===== config.mk =====
export PLATFORM = sky130hd
export DESIGN_NAME = amd_div
export DESIGN_NICKNAME = d
export VERILOG_FILES = /design/src/sv/amd_pkg.sv /design/src/sv/amd_div.sv
export SDC_FILE = /design/constraint.sdc
export NUM_CORES = 1
export LEC_CHECK = 0
export ABC_AREA = 1
export BUFFER_PORTS_ARGS = -buffer_cell sky130_fd_sc_hd__buf_2
export CAP_MARGIN = 20
export CORE_MARGIN = 2
export CORE_UTILIZATION = 60
export DETAILED_ROUTE_END_ITERATION = 6
export PLACE_DENSITY_LB_ADDON = 0.15
export SYNTH_ARGS = -nofsm -noshare
export SYNTH_HDL_FRONTEND = slang
export SYNTH_SLANG_ARGS = --single-unit
export TNS_END_PERCENT = 20

===== constraint.sdc =====
create_clock -name i_clk -period 7.7 [get_ports i_clk]
set_clock_uncertainty 0.1 [all_clocks]
set_input_delay 0 -clock i_clk [delete_from_list [all_inputs] [get_ports i_clk]]
set_output_delay 0 -clock i_clk [all_outputs]
set_load 0.005 [all_outputs]

===== src/sv/amd_pkg.sv =====
// ----------------------------------------------------------------------------
// amd_pkg
// Shared types, constants and the arctangent table for the affine matrix
// decomposition block.
// ----------------------------------------------------------------------------
package amd_pkg;

    localparam int DATA_W  = 32;
    localparam int FRAC_W  = 16;
    localparam int ANGLE_W = 19;
    localparam int CORDIC_STEPS = 30;

    localparam logic signed [34:0] PI_Q30 = 35'sd3373259426;

    typedef enum logic [3:0] {
        ST_IDLE,
        ST_LOAD,
        ST_DET,
        ST_SUMSQ,
        ST_SQRT,
        ST_DIV,
        ST_SSQ,
        ST_COS,
        ST_ATAN,
        ST_DONE
    } t_state;

    typedef enum logic [1:0] {
        C_IDLE,
        C_SCALE,
        C_ITER,
        C_OUT
    } t_cordic_state;

    // Rotation angle of CORDIC step i in Q2.30.
    function automatic logic signed [34:0] f_atan(input logic [4:0] i);
        logic signed [34:0] v;
        case (i)
            5'd0: v = 35'sd843314857;
            5'd1: v = 35'sd497837829;
            5'd2: v = 35'sd263043837;
            5'd3: v = 35'sd133525159;
            5'd4: v = 35'sd67021687;
            5'd5: v = 35'sd33543516;
            5'd6: v = 35'sd16775851;
            5'd7: v = 35'sd8388437;
            5'd8: v = 35'sd4194283;
            5'd9: v = 35'sd2097149;
            default: v = 35'sd1 <<< (5'd30 - i);
        endcase
        return v;
    endfunction

endpackage


===== src/sv/amd_div.sv =====
// ----------------------------------------------------------------------------
// amd_div
// Restoring divider for column normalization: (num * 2^16) / den, truncated
// toward zero, one quotient bit per cycle.
// ----------------------------------------------------------------------------
module amd_div (
    input  logic                 i_clk,
    input  logic                 i_rst_n,
    input  logic                 i_start,
    input  logic signed [31:0]   i_num,
    input  logic signed [31:0]   i_den,
    output logic                 o_done,
    output logic signed [18:0]   o_quot
);
    import amd_pkg::*;

    logic        r_busy;
    logic        r_done;
    logic [4:0]  r_cnt;
    logic        r_neg;
    logic        r_zero;
    logic [47:0] r_rem;
    logic [47:0] r_ds;
    logic [16:0] r_q;
    logic [31:0] num_mag;
    logic [31:0] den_mag;

    assign num_mag = i_num[31] ? 32'(-i_num) : 32'(i_num);
    assign den_mag = i_den[31] ? 32'(-i_den) : 32'(i_den);

    always_ff @(posedge i_clk) begin
        if (!i_rst_n) begin
            r_busy <= 1'b0;
            r_done <= 1'b0;
            r_cnt  <= '0;
        end else begin
            r_done <= 1'b0;
            if (!r_busy && i_start) begin
                r_busy <= 1'b1;
                r_cnt  <= '0;
            end else if (r_busy) begin
                r_cnt <= r_cnt + 5'd1;
                if (r_cnt == 5'd16) begin
                    r_busy <= 1'b0;
                    r_done <= 1'b1;
                end
            end
        end
    end

    // The quotient never exceeds 2^16, so 17 bits of it are enough.
    always_ff @(posedge i_clk) begin
        if (!r_busy && i_start) begin
            r_neg  <= i_num[31] ^ i_den[31];
            r_zero <= (i_den == 32'sd0);
            r_rem  <= {num_mag, 16'd0};
            r_ds   <= {den_mag, 16'd0};
            r_q    <= '0;
        end else if (r_busy) begin
            if (r_rem >= r_ds) begin
                r_rem <= r_rem - r_ds;
                r_q   <= {r_q[15:0], 1'b1};
            end else begin
                r_q   <= {r_q[15:0], 1'b0};
            end
            r_ds <= r_ds >> 1;
        end
    end

    always_comb begin
        if (r_zero) begin
            o_quot = '0;
        end else if (r_neg) begin
            o_quot = -$signed({2'b00, r_q});
        end else begin
            o_quot = $signed({2'b00, r_q});
        end
    end

    assign o_done = r_done;

endmodule


==> metrics.md <==
| Metric | Value |
|---|---|
| Placed insts | `about 2100` |
| Critical Path Start Type | `flop` |
| Top cells by area, synth | `nand2_1, edfxtp_1, inv_1, dfxtp_1, nor2_1` |
| Synth cell types | `44` |
| PD cells | `264 nW/um^2` |
| Yosys warning count | `0` |
| Tightest Pin Transition | `~1.1 ns` |
| Seq cells post-synth | `122` |
| Grt total ovfl | `0` |
| Fmax achieved | `270 MHz` |
| GP Congestion | `1.04` |
| CP Buf/Inv Count | `2` |
| Layout cells sized above 1 | `under 10%` |
| Post-route ant nets | `0` |
| Die height | `139 um` |
| DRC violations left | `0` |
| Clock latency on the worst-skew pair | `around 0.43 ns` |
| TritonCTS clock tree | `yes` |
| HPWL after detailed placement | `around 26000 um` |
| Vias in the first global route | `about 11000` |
| RSZ-0062 raised after global routing | `no` |
| Number of DRC markers in iteration 0 | `about 1100` |
| Layout area overhead | `15.4%` |
| Data arrival, critical path | `approximately 3.7 ns` |
| Hold Crit Class | `in -> reg` |
| Port-buffer cells | `86` |
| Post-layout minimum cycle time | `3.70 ns` |
| Largest net degree at the start of global routing | `65` |
| Worst path most repeated cell | `nand2_1` |
| Layout Cells excl Fill | `approximately 2100` |
| Synth top area share | `between 10% and 20%` |
| Layout Nets | `2026` |
| IO Pins | `87` |
| Critical path endpoint category | `flop` |
| First-pass GRT wire length | `approximately 56000 um` |
| Failing checks | `negative hold slack` |
| Syn_area_per_cell | `around 6.2 um^2` |
| Die area | `19400 um^2` |
| Wire per inst | `16.4 um` |
| Most frequent cell after synthesis | `nand2_1` |
| Register area share after synthesis | `about 28%` |
| Critical path's slowest cell | `nand2_4` |
| Post-cts sizing count | `0` |
| Cell Chain, Critical Path | `inv_1 > ha_1 > nand2_1 > nand2_1 > nand2_1 > nand3_1 > a21oi_1 > nand2_1 > nand2_1 > nand4_4 > nand2_4 > nand2_1 > buf_4` |
| Hold WS | `-0.000340 ns` |
| Asr flop ratio synth | `0%` |
| CTS root buffer | `clkbuf_16` |
| Final setup violation count | `0` |
| Setup CP Type | `reg -> reg` |
| Max_cap viols | `0` |
| Max-slew violation total from the final report | `0` |
| Die Wd | `139 um` |
| DR vias | `around 12000` |
| Cell count after synthesis | `between 1500 and 2000` |
| Status | `finished, violations left` |
| Row cnt | `49` |
| Post-CTS Setup Bufs | `0` |
| Antenna Diode Count | `0` |
| Required @ worst endpoint | `7.73 ns` |
| Maximum fanout along the worst path | `35` |
| Via/cell ratio | `approximately 5.5` |
| CTS Buf Count | `17` |
| Pleak | `around 6.4 nW` |
| Total Neg Setup Slack | `0 ns` |
| Design Power | `between 3 and 4 mW` |
| Period Utilization, post-route | `about half` |
| Core Box Area | `18000 um^2` |
| GRT Util Overall | `~36%` |
| Synthesized area | `between 10000 and 15000 um^2` |
| Syn nets | `about 1900` |
| Post-Route WL | `~35000 um` |
| Commonest cells in the synthesized netlist | `nand2_1, inv_1, nor2_1` |
| Initial Utilization | `61.1%` |
| Pre-antenna DRT Iters | `6` |
| Fill cells | `around 1600` |
| Worst-case clock buffer depth | `2` |
| CTS clock-pin slew for the worst setup and hold paths | `roughly 0.060 ns` |
| Delay-heaviest family, CP | `simple AND/OR/NAND/NOR gates` |
| CTS H-Tree Depth | `4` |
| Initial antenna violation count | `1` |
| Rel. slew slack | `a little under a quarter` |
| Fin. Hold Viols | `1` |
| Synth area leader | `nand2_1` |
| Clock Sinks | `roughly 120` |
| CTS Hold Bufs | `50` |
| Peak supply drop | `about 230 uV` |
| Synth Flop Type | `edfxtp_1` |
| Post-synth EDFFs | `66` |
| Largest stage delay on the critical path | `around 0.67 ns` |
==> state kept, by name (all words and copies together), names as in the netlist <==
| name | flops |
|---|---|
| r_zero | 1 |
| r_ds | 48 |
| r_q | 17 |
| r_cnt | 5 |
| r_rem | 48 |
| o_done | 1 |
| r_busy | 1 |
| r_neg | 1 |
==> per-stage QoR <==
step | instance area (um^2) | hold WS, ns | utilization [%] | setup slack (ns)
6_report | 12700 | -0.000340 | 70.5 | 4.00
2_1_floorplan | 11000 | 0.0122 | - | 4.62
3_5_place_dp | 11500 | 0.148 | 64.3 | 4.10
4_1_cts | 12700 | 0.00193 | 70.5 | 4.08
5_1_grt | 12700 | 0.0243 | 70.5 | 3.80
3_3_place_gp | 11500 | 0.141 | 64.3 | 4.18
==> metal layers <==
metal / vias up / routed length (um) / GRT usage [%]
met2: 516 / 16300 / 61.1
met1: 5290 / 14900 / 45.8
met3: 91 / 2450 / 5.78
met4: 0 / 1440 / 16.3
li1: 5956 / - / -
met5: - / 0 / 0
==> final timing paths <==
check / cells after the start / startpoint / slack (ns) / to
max: 13 / r_ds[25]$_DFFE_PP_ / 4.00 / r_rem[47]$_DFFE_PP_
min: 4 / i_den[18] / -0.0003 / r_ds[34]$_DFFE_PP_
max reg2reg: 13 / r_ds[25]$_DFFE_PP_ / 4.00 / r_rem[47]$_DFFE_PP_
min reg2reg: 2 / r_cnt[4]$_SDFFE_PP0P_ / 0.38 / r_cnt[4]$_SDFFE_PP0P_
==> cells by family (layout without fill, tap and decap cells) <==
| logic type | Yosys count | in the layout | share of synthesized area, % |
|---|---|---|---|
| AND/OR/NAND/NOR | 938 | 938 | 35.8 |
| flip-flops | 122 | 122 | 28.3 |
| buffers and inverters | 372 | 505 | 13.2 |
| AO/OA/AOI/OAI | 270 | 270 | 14.2 |
| adder cells (fa/ha/maj) | 54 | 54 | 6.22 |
| XOR/XNOR | 29 | 29 | 2.31 |
==> where the power goes <==
| part | leakage (nW) | internal [mW] | switching [mW] |
|---|---|---|---|
| Clock | 0.303 | 0.522 | 0.331 |
| Sequential | 1.13 | 0.788 | 0.0351 |
| Combinational | 4.96 | 0.545 | 1.12 |
==> area by class of cell <==
class	count	area, um^2	area share [%]
clock inverters	13	153	1.20
multi-input cells	1291	6440	50.8
flip-flops and latches	122	3100	24.5
well taps	229	287	2.26
clock buffers	19	475	3.75
inverters	332	1250	9.84
repair buffers	141	968	7.64
==> cells in the final DEF (no fill, tap or decap), types with 8 or more instances in the layout <==
cell type      count
inv_1            328
dfxtp_1           55
o21ai_0           74
clkbuf_16         19
xor2_1             9
edfxtp_1          66
o21ai_2           24
nor2_1           183
nand4_1           25
xnor2_1           20
nand3_1          103
nand3b_1          15
ha_1              53
a21oi_1          103
dlygate4sd3_1     50
o22ai_1           44
nor2_2             8
nand2_1          542
buf_2             86
nor3_1            35
==> worst reg2reg max path, delay by kind of cell, from the launching register on <==
| family | cells | cell delay [ns] |
|---|---|---|
| compound gates | 1 | 0.30 |
| simple gates | 9 | 1.90 |
| flops | 1 | 0.35 |
| buf+inv | 2 | 0.45 |
| fa+ha+maj | 1 | 0.29 |
No activity file was read; power rests on OpenSTA's default activity.
