**src/sv/amd_pkg.sv**
```systemverilog
// ----------------------------------------------------------------------------
// amd_pkg
// Shared types, constants and the arctangent table for the affine matrix
// decomposition block.
// ----------------------------------------------------------------------------
package amd_pkg;

    localparam int DATA_W  = 32;
    localparam int FRAC_W  = 16;
    localparam int ANGLE_W = 19;
    localparam int CORDIC_STEPS = 30;

    localparam logic signed [34:0] PI_Q30 = 35'sd3373259426;

    typedef enum logic [3:0] {
        ST_IDLE,
        ST_LOAD,
        ST_DET,
        ST_SUMSQ,
        ST_SQRT,
        ST_DIV,
        ST_SSQ,
        ST_COS,
        ST_ATAN,
        ST_DONE
    } t_state;

    typedef enum logic [1:0] {
        C_IDLE,
        C_SCALE,
        C_ITER,
        C_OUT
    } t_cordic_state;

    // Rotation angle of CORDIC step i in Q2.30.
    function automatic logic signed [34:0] f_atan(input logic [4:0] i);
        logic signed [34:0] v;
        case (i)
            5'd0: v = 35'sd843314857;
            5'd1: v = 35'sd497837829;
            5'd2: v = 35'sd263043837;
            5'd3: v = 35'sd133525159;
            5'd4: v = 35'sd67021687;
            5'd5: v = 35'sd33543516;
            5'd6: v = 35'sd16775851;
            5'd7: v = 35'sd8388437;
            5'd8: v = 35'sd4194283;
            5'd9: v = 35'sd2097149;
            default: v = 35'sd1 <<< (5'd30 - i);
        endcase
        return v;
    endfunction

endpackage

```
**src/sv/amd_sqrt.sv**
```systemverilog
// ----------------------------------------------------------------------------
// amd_sqrt
// Iterative integer square root of a 64-bit word, one result bit per cycle.
// ----------------------------------------------------------------------------
module amd_sqrt (
    input  logic        i_clk,
    input  logic        i_rst_n,
    input  logic        i_start,
    input  logic [63:0] i_n,
    output logic        o_done,
    output logic [31:0] o_root
);
    import amd_pkg::*;

    logic        r_busy;
    logic        r_done;
    logic [4:0]  r_cnt;
    logic [63:0] r_n;
    logic [63:0] r_res;
    logic [63:0] r_bit;
    logic [63:0] trial;

    assign trial = r_res + r_bit;

    always_ff @(posedge i_clk) begin
        if (!i_rst_n) begin
            r_busy <= 1'b0;
            r_done <= 1'b0;
            r_cnt  <= '0;
        end else begin
            r_done <= 1'b0;
            if (!r_busy && i_start) begin
                r_busy <= 1'b1;
                r_cnt  <= '0;
            end else if (r_busy) begin
                r_cnt <= r_cnt + 5'd1;
                if (r_cnt == 5'd31) begin
                    r_busy <= 1'b0;
                    r_done <= 1'b1;
                end
            end
        end
    end

    always_ff @(posedge i_clk) begin
        if (!r_busy && i_start) begin
            r_n   <= i_n;
            r_res <= '0;
            r_bit <= 64'd1 << 62;
        end else if (r_busy) begin
            if (r_n >= trial) begin
                r_n   <= r_n - trial;
                r_res <= (r_res >> 1) + r_bit;
            end else begin
                r_res <= r_res >> 1;
            end
            r_bit <= r_bit >> 2;
        end
    end

    assign o_done = r_done;
    assign o_root = r_res[31:0];

endmodule

```
**config.mk**
```make
export PLATFORM = sky130hd
export DESIGN_NAME = amd_sqrt
export DESIGN_NICKNAME = d
export VERILOG_FILES = /design/src/sv/amd_pkg.sv /design/src/sv/amd_sqrt.sv
export SDC_FILE = /design/constraint.sdc
export NUM_CORES = 1
export LEC_CHECK = 0
export ABC_AREA = 1
export BUFFER_PORTS_ARGS = -buffer_cell sky130_fd_sc_hd__buf_2
export CELL_PAD_IN_SITES_DETAIL_PLACEMENT = 1
export CELL_PAD_IN_SITES_GLOBAL_PLACEMENT = 1
export CORE_UTILIZATION = 40
export CTS_CLUSTER_DIAMETER = 100
export CTS_CLUSTER_SIZE = 28
export DETAILED_ROUTE_END_ITERATION = 7
export PLACE_DENSITY = 0.9
export SYNTH_ARGS = -nofsm -noshare
export SYNTH_HDL_FRONTEND = slang
export SYNTH_SLANG_ARGS = --single-unit
```
**constraint.sdc**
```tcl
create_clock -name i_clk -period 4.8 [get_ports i_clk]
set_clock_uncertainty 0.05 [all_clocks]
set_input_delay 0.72 -clock i_clk [delete_from_list [all_inputs] [get_ports i_clk]]
set_output_delay 0.72 -clock i_clk [all_outputs]
set_load 0.03 [all_outputs]
```
==> impl_metrics.py <==
metrics = {
    "synthesis": {
        "syn_nets": 3769,
        "synthAdderAreaFrac_pct": 8.26,
        "synth-simple-area-share_pct": 41.5,
        "netlist.area_leader.share_pct": 23.1,
        "yosys_warnings": 0,
        "syn_inst": 3569,
        "async_reset_ff_share_pct": 0,
        "synth-seq-area-share_pct": 19.7,
        "synth_xor_area_share_pct": 4.89,
        "yosys-top-cells-area": "nand2_1 23%, dfxtp_1 10%, edfxtp_1 9.5%",
        "synth-seq-cells": 167,
        "synth.distinct_cells": 45,
        "synthMuxAreaShare_pct": 0,
        "yosys.area.top_type": "nand2_1",
        "synthesis.area_mm2": 0.0202,
        "avgSynthCellArea_um2": 5.67,
        "synth_top_family_by_area": "simple AND/OR/NAND/NOR gates",
        "synth_compound_area_share_pct": 13.0,
        "synth_common_cells": "1247 x nand2_1, 499 x inv_1, 376 x nor2_1",
        "synth-main-ff-cell": "dfxtp_1",
        "synth_edf_count": 64,
        "yosys.cell_count.top_type": "nand2_1",
    },
    "sta": {
        "finalHoldViolCount": 0,
        "relSlewSlack_pct": 31.1,
        "period_minus_slack_ns": 4.67,
        "worst_slew_pin_slew_ns": 1.03,
        "max_freq_ghz": 0.214,
        "finalSetupViolCount": 0,
        "tns_ns": 0,
        "maxSlewViolCount": 0,
        "rsz0062_at_grt": "yes",
        "min_period_over_period_pct": 97.3,
    },
    "drt": {
        "initialDrtViolationCount": 2181,
        "post_drt_wl_per_cell_um": 20.9,
        "drt-total-wl_um": 90800,
        "num_vias": 24600,
        "drt_first_pass_iters": 6,
        "viasPerCell": 5.66,
        "ant_nets": 0,
        "drc_errors": 0,
    },
    "worst_setup_path": {
        "crit_path_max_incr_delay_ns": 0.49,
        "cp-start-kind": "register",
        "slowest_stage": "dfxtp_1",
        "path_class": "register to register",
        "cp_common_cell": "nand2_1",
        "cp-end-kind": "register",
        "r2r_start": "r_bit[24]",
        "cp.arrival_ns": 5.06,
        "rr_worst_depth": 23,
        "critPathTopFamily": "compound AO/OA/AOI/OAI gates",
        "r2r_end": "r_res[20]",
        "rrSetupSlack_ns": 0.13,
        "cp_max_fo": 64,
        "critPathBufInv": 2,
        "required_ns": 5.18,
        "path_cells": "ha_1 > nand2_1 > o21ai_0 > nand2_1 > o21ai_0 > a21oi_1 > o21ai_0 > xnor2_1 > ha_1 > nand2_1 > inv_1 > nand2_1 > nand2_1 > nand2_1 > nand2_1 > nand2_1 > nand2_1 > a21oi_4 > nand2_4 > buf_12 > nand2_1 > nand3_1 > a21oi_1",
    },
    "hold_path": {
        "whs_path_depth": 3,
        "holdPathEnd": "r_busy",
        "hold_start": "i_rst_n",
        "hp-class": "input port to register",
    },
    "floorplan": {
        "die_y_um": 227,
        "fp.dieW_um": 227,
        "coreArea_mm2": 0.0501,
        "io_pins": 100,
        "initial_core_util_pct": 40.4,
        "dieArea_mm2": 0.0515,
        "num_rows": 82,
    },
    "clock_tree": {
        "holdBufCountCts": 0,
        "cts_sinks": 167,
        "ctsLongestPathBuffers": 2,
        "cts_root_buf": "clkbuf_16",
        "cts-buffers-inserted": 17,
        "clkTransAtPathRegs_ns": 0.08,
        "htree_levels": 4,
        "clk_latency_ns": 0.53,
        "cts_tree": "yes",
    },
    "placement": {
        "dp.cells": 4317,
        "io_buffers": 99,
        "dpl.hpwl_um": 73700,
        "gp_congestion": 0.993,
    },
    "cells_and_area": {
        "final_cells": 4351,
        "n_fill_cell": 7250,
        "area_growth_pct": 10.5,
        "n_antenna_cell": 0,
        "layout-drive-gt1-share_pct": 7.50,
        "nNetsFinal": 3866,
    },
    "power": {
        "power_density_mw_per_mm2": 675,
        "intPower_mw": 6.54,
        "power_frac_seq_pct": 17.5,
        "switchingPower_mw": 8.55,
        "worst_ir_drop_vdd_mv": 0.499,
        "p_leak_nw": 10.2,
        "combPwrFrac_pct": 73.0,
        "p_sw_share_pct": 56.7,
        "clkPwrFrac_pct": 9.6,
    },
    "global_routing": {
        "grt_first_pass_wirelength_um": 138000,
        "grt_pass1_vias": 25200,
        "gr-total-overflow": 0,
        "grt_start_max_net_pins": 178,
        "grt_antenna_before_repair": 0,
        "grt_use_total_pct": 35.5,
    },
    "flow_run": {
        "drv_cap": 0,
    },
    "status": {
        "status": "finished, final reports clean",
    },
}
routing by layer:
layer / GRT usage, % / vias to the layer above / wire length, µm / part of all wire, %
met3: 4.48 / 250 / 5710 / 6.3
met5: 0 / - / 0 / 0
met4: 21.6 / 0 / 5910 / 6.5
met2: 58.3 / 993 / 41400 / 46
li1: - / 11600 / - / -
met1: 44.3 / 11800 / 37800 / 42
worst min-delay path, delay by kind of cell:
kind | cells | cell delay (ns)
AOI/OAI and AO/OA | 1 | 0.04
buffers and inverters | 2 | 0.18
power by group through the flow:
stage                     clock network (mW)  registers, mW  logic [mW]
after floorplan                            0           2.50        7.27
after global placement                     0           2.61        10.0
after detailed placement                   0           2.63        10.4
after CTS                               1.45           2.61        10.6
after global routing                    1.50           2.67        12.0
final                                   1.44           2.64        11.0
kinds of logic (layout without fill, tap and decap cells):
logic type | count (synthesis) | in the layout
XOR/XNOR | 113 | 113
AND/OR/NAND/NOR | 2052 | 2052
adder cells (fa/ha/maj) | 133 | 133
flip-flops | 167 | 167
AO/OA/AOI/OAI | 483 | 483
buffers and inverters | 621 | 731
layout by cell type, fill, tap and decap left out, types with 3 or more instances in the layout:
master,synthesis,final
nand2_1,1247,1244
inv_1,499,498
nor2_1,376,374
nand3_1,293,293
a21oi_1,246,244
o21ai_0,152,144
ha_1,132,129
dfxtp_1,103,102
buf_2,25,99
buf_4,38,89
edfxtp_1,64,64
xnor2_1,57,56
xor2_1,56,55
nor3_1,42,42
nand3b_1,34,34
nand4_1,33,33
o21bai_1,25,25
clkbuf_16,0,19
a31oi_1,15,15
a21oi_2,11,12
o21ai_1,3,10
a21o_1,10,10
nand2_2,5,8
or2_2,6,6
inv_6,0,6
o211ai_1,5,5
inv_2,4,5
nor2_2,4,5
buf_12,0,5
a211oi_1,4,4
nor4_1,5,4
o21a_1,3,3
o21ai_2,2,3
and3_1,3,3
ha_2,0,3
worst max path at each step:
stage | start | to | slack [ns] | cells after the start
finish | r_bit[24] | r_res[20] | 0.13 | 23
global route | r_bit[12] | r_n[15] | -0.02 | 21
CTS | r_bit[2] | r_res[28] | 0.08 | 24
detailed placement | r_bit[2] | r_res[22] | 0.12 | 24
global placement | r_bit[2] | r_res[22] | 0.25 | 24
floorplan | r_bit[10] | r_n[0] | 0.36 | 22
flip-flops by register name (all words and copies together), names as in the netlist:
name and flops:
o_done 1, r_bit 32, r_busy 1, r_cnt 5, r_n 64, r_res 64
area by class of cell:
class                           count  area (µm²)  share of cell area [%]
Clock inverter                     12         104                   0.465
Timing Repair Buffer              196        1310                    5.88
Tap cell                          672         841                    3.76
Multi-Input combinational cell   2781       13800                    61.6
Inverter                          503        1890                    8.45
Sequential cell                   167        3990                    17.8
Clock buffer                       20         458                    2.05
metrics by stage:
step           area, µm²  power [mW]  hold slack, ns  utilization [%]  setup slack [ns]
5_1_grt            22300        16.1           0.392             44.6           -0.0170
3_3_place_gp       21700        12.6           0.404             43.3             0.246
2_1_floorplan      20200        9.77           0.395                -             0.355
6_report           22300        15.1           0.398             44.6             0.127
4_1_cts            22200        14.6           0.377             44.4            0.0773
3_5_place_dp       21700        13.1           0.412             43.3             0.123
timing repair:
item                                    CTS  global route
setup buffers                             0             1
gates resized for setup                   0            25
endpoints found under the setup margin    0           142
(Power assumes the default switching activity.)
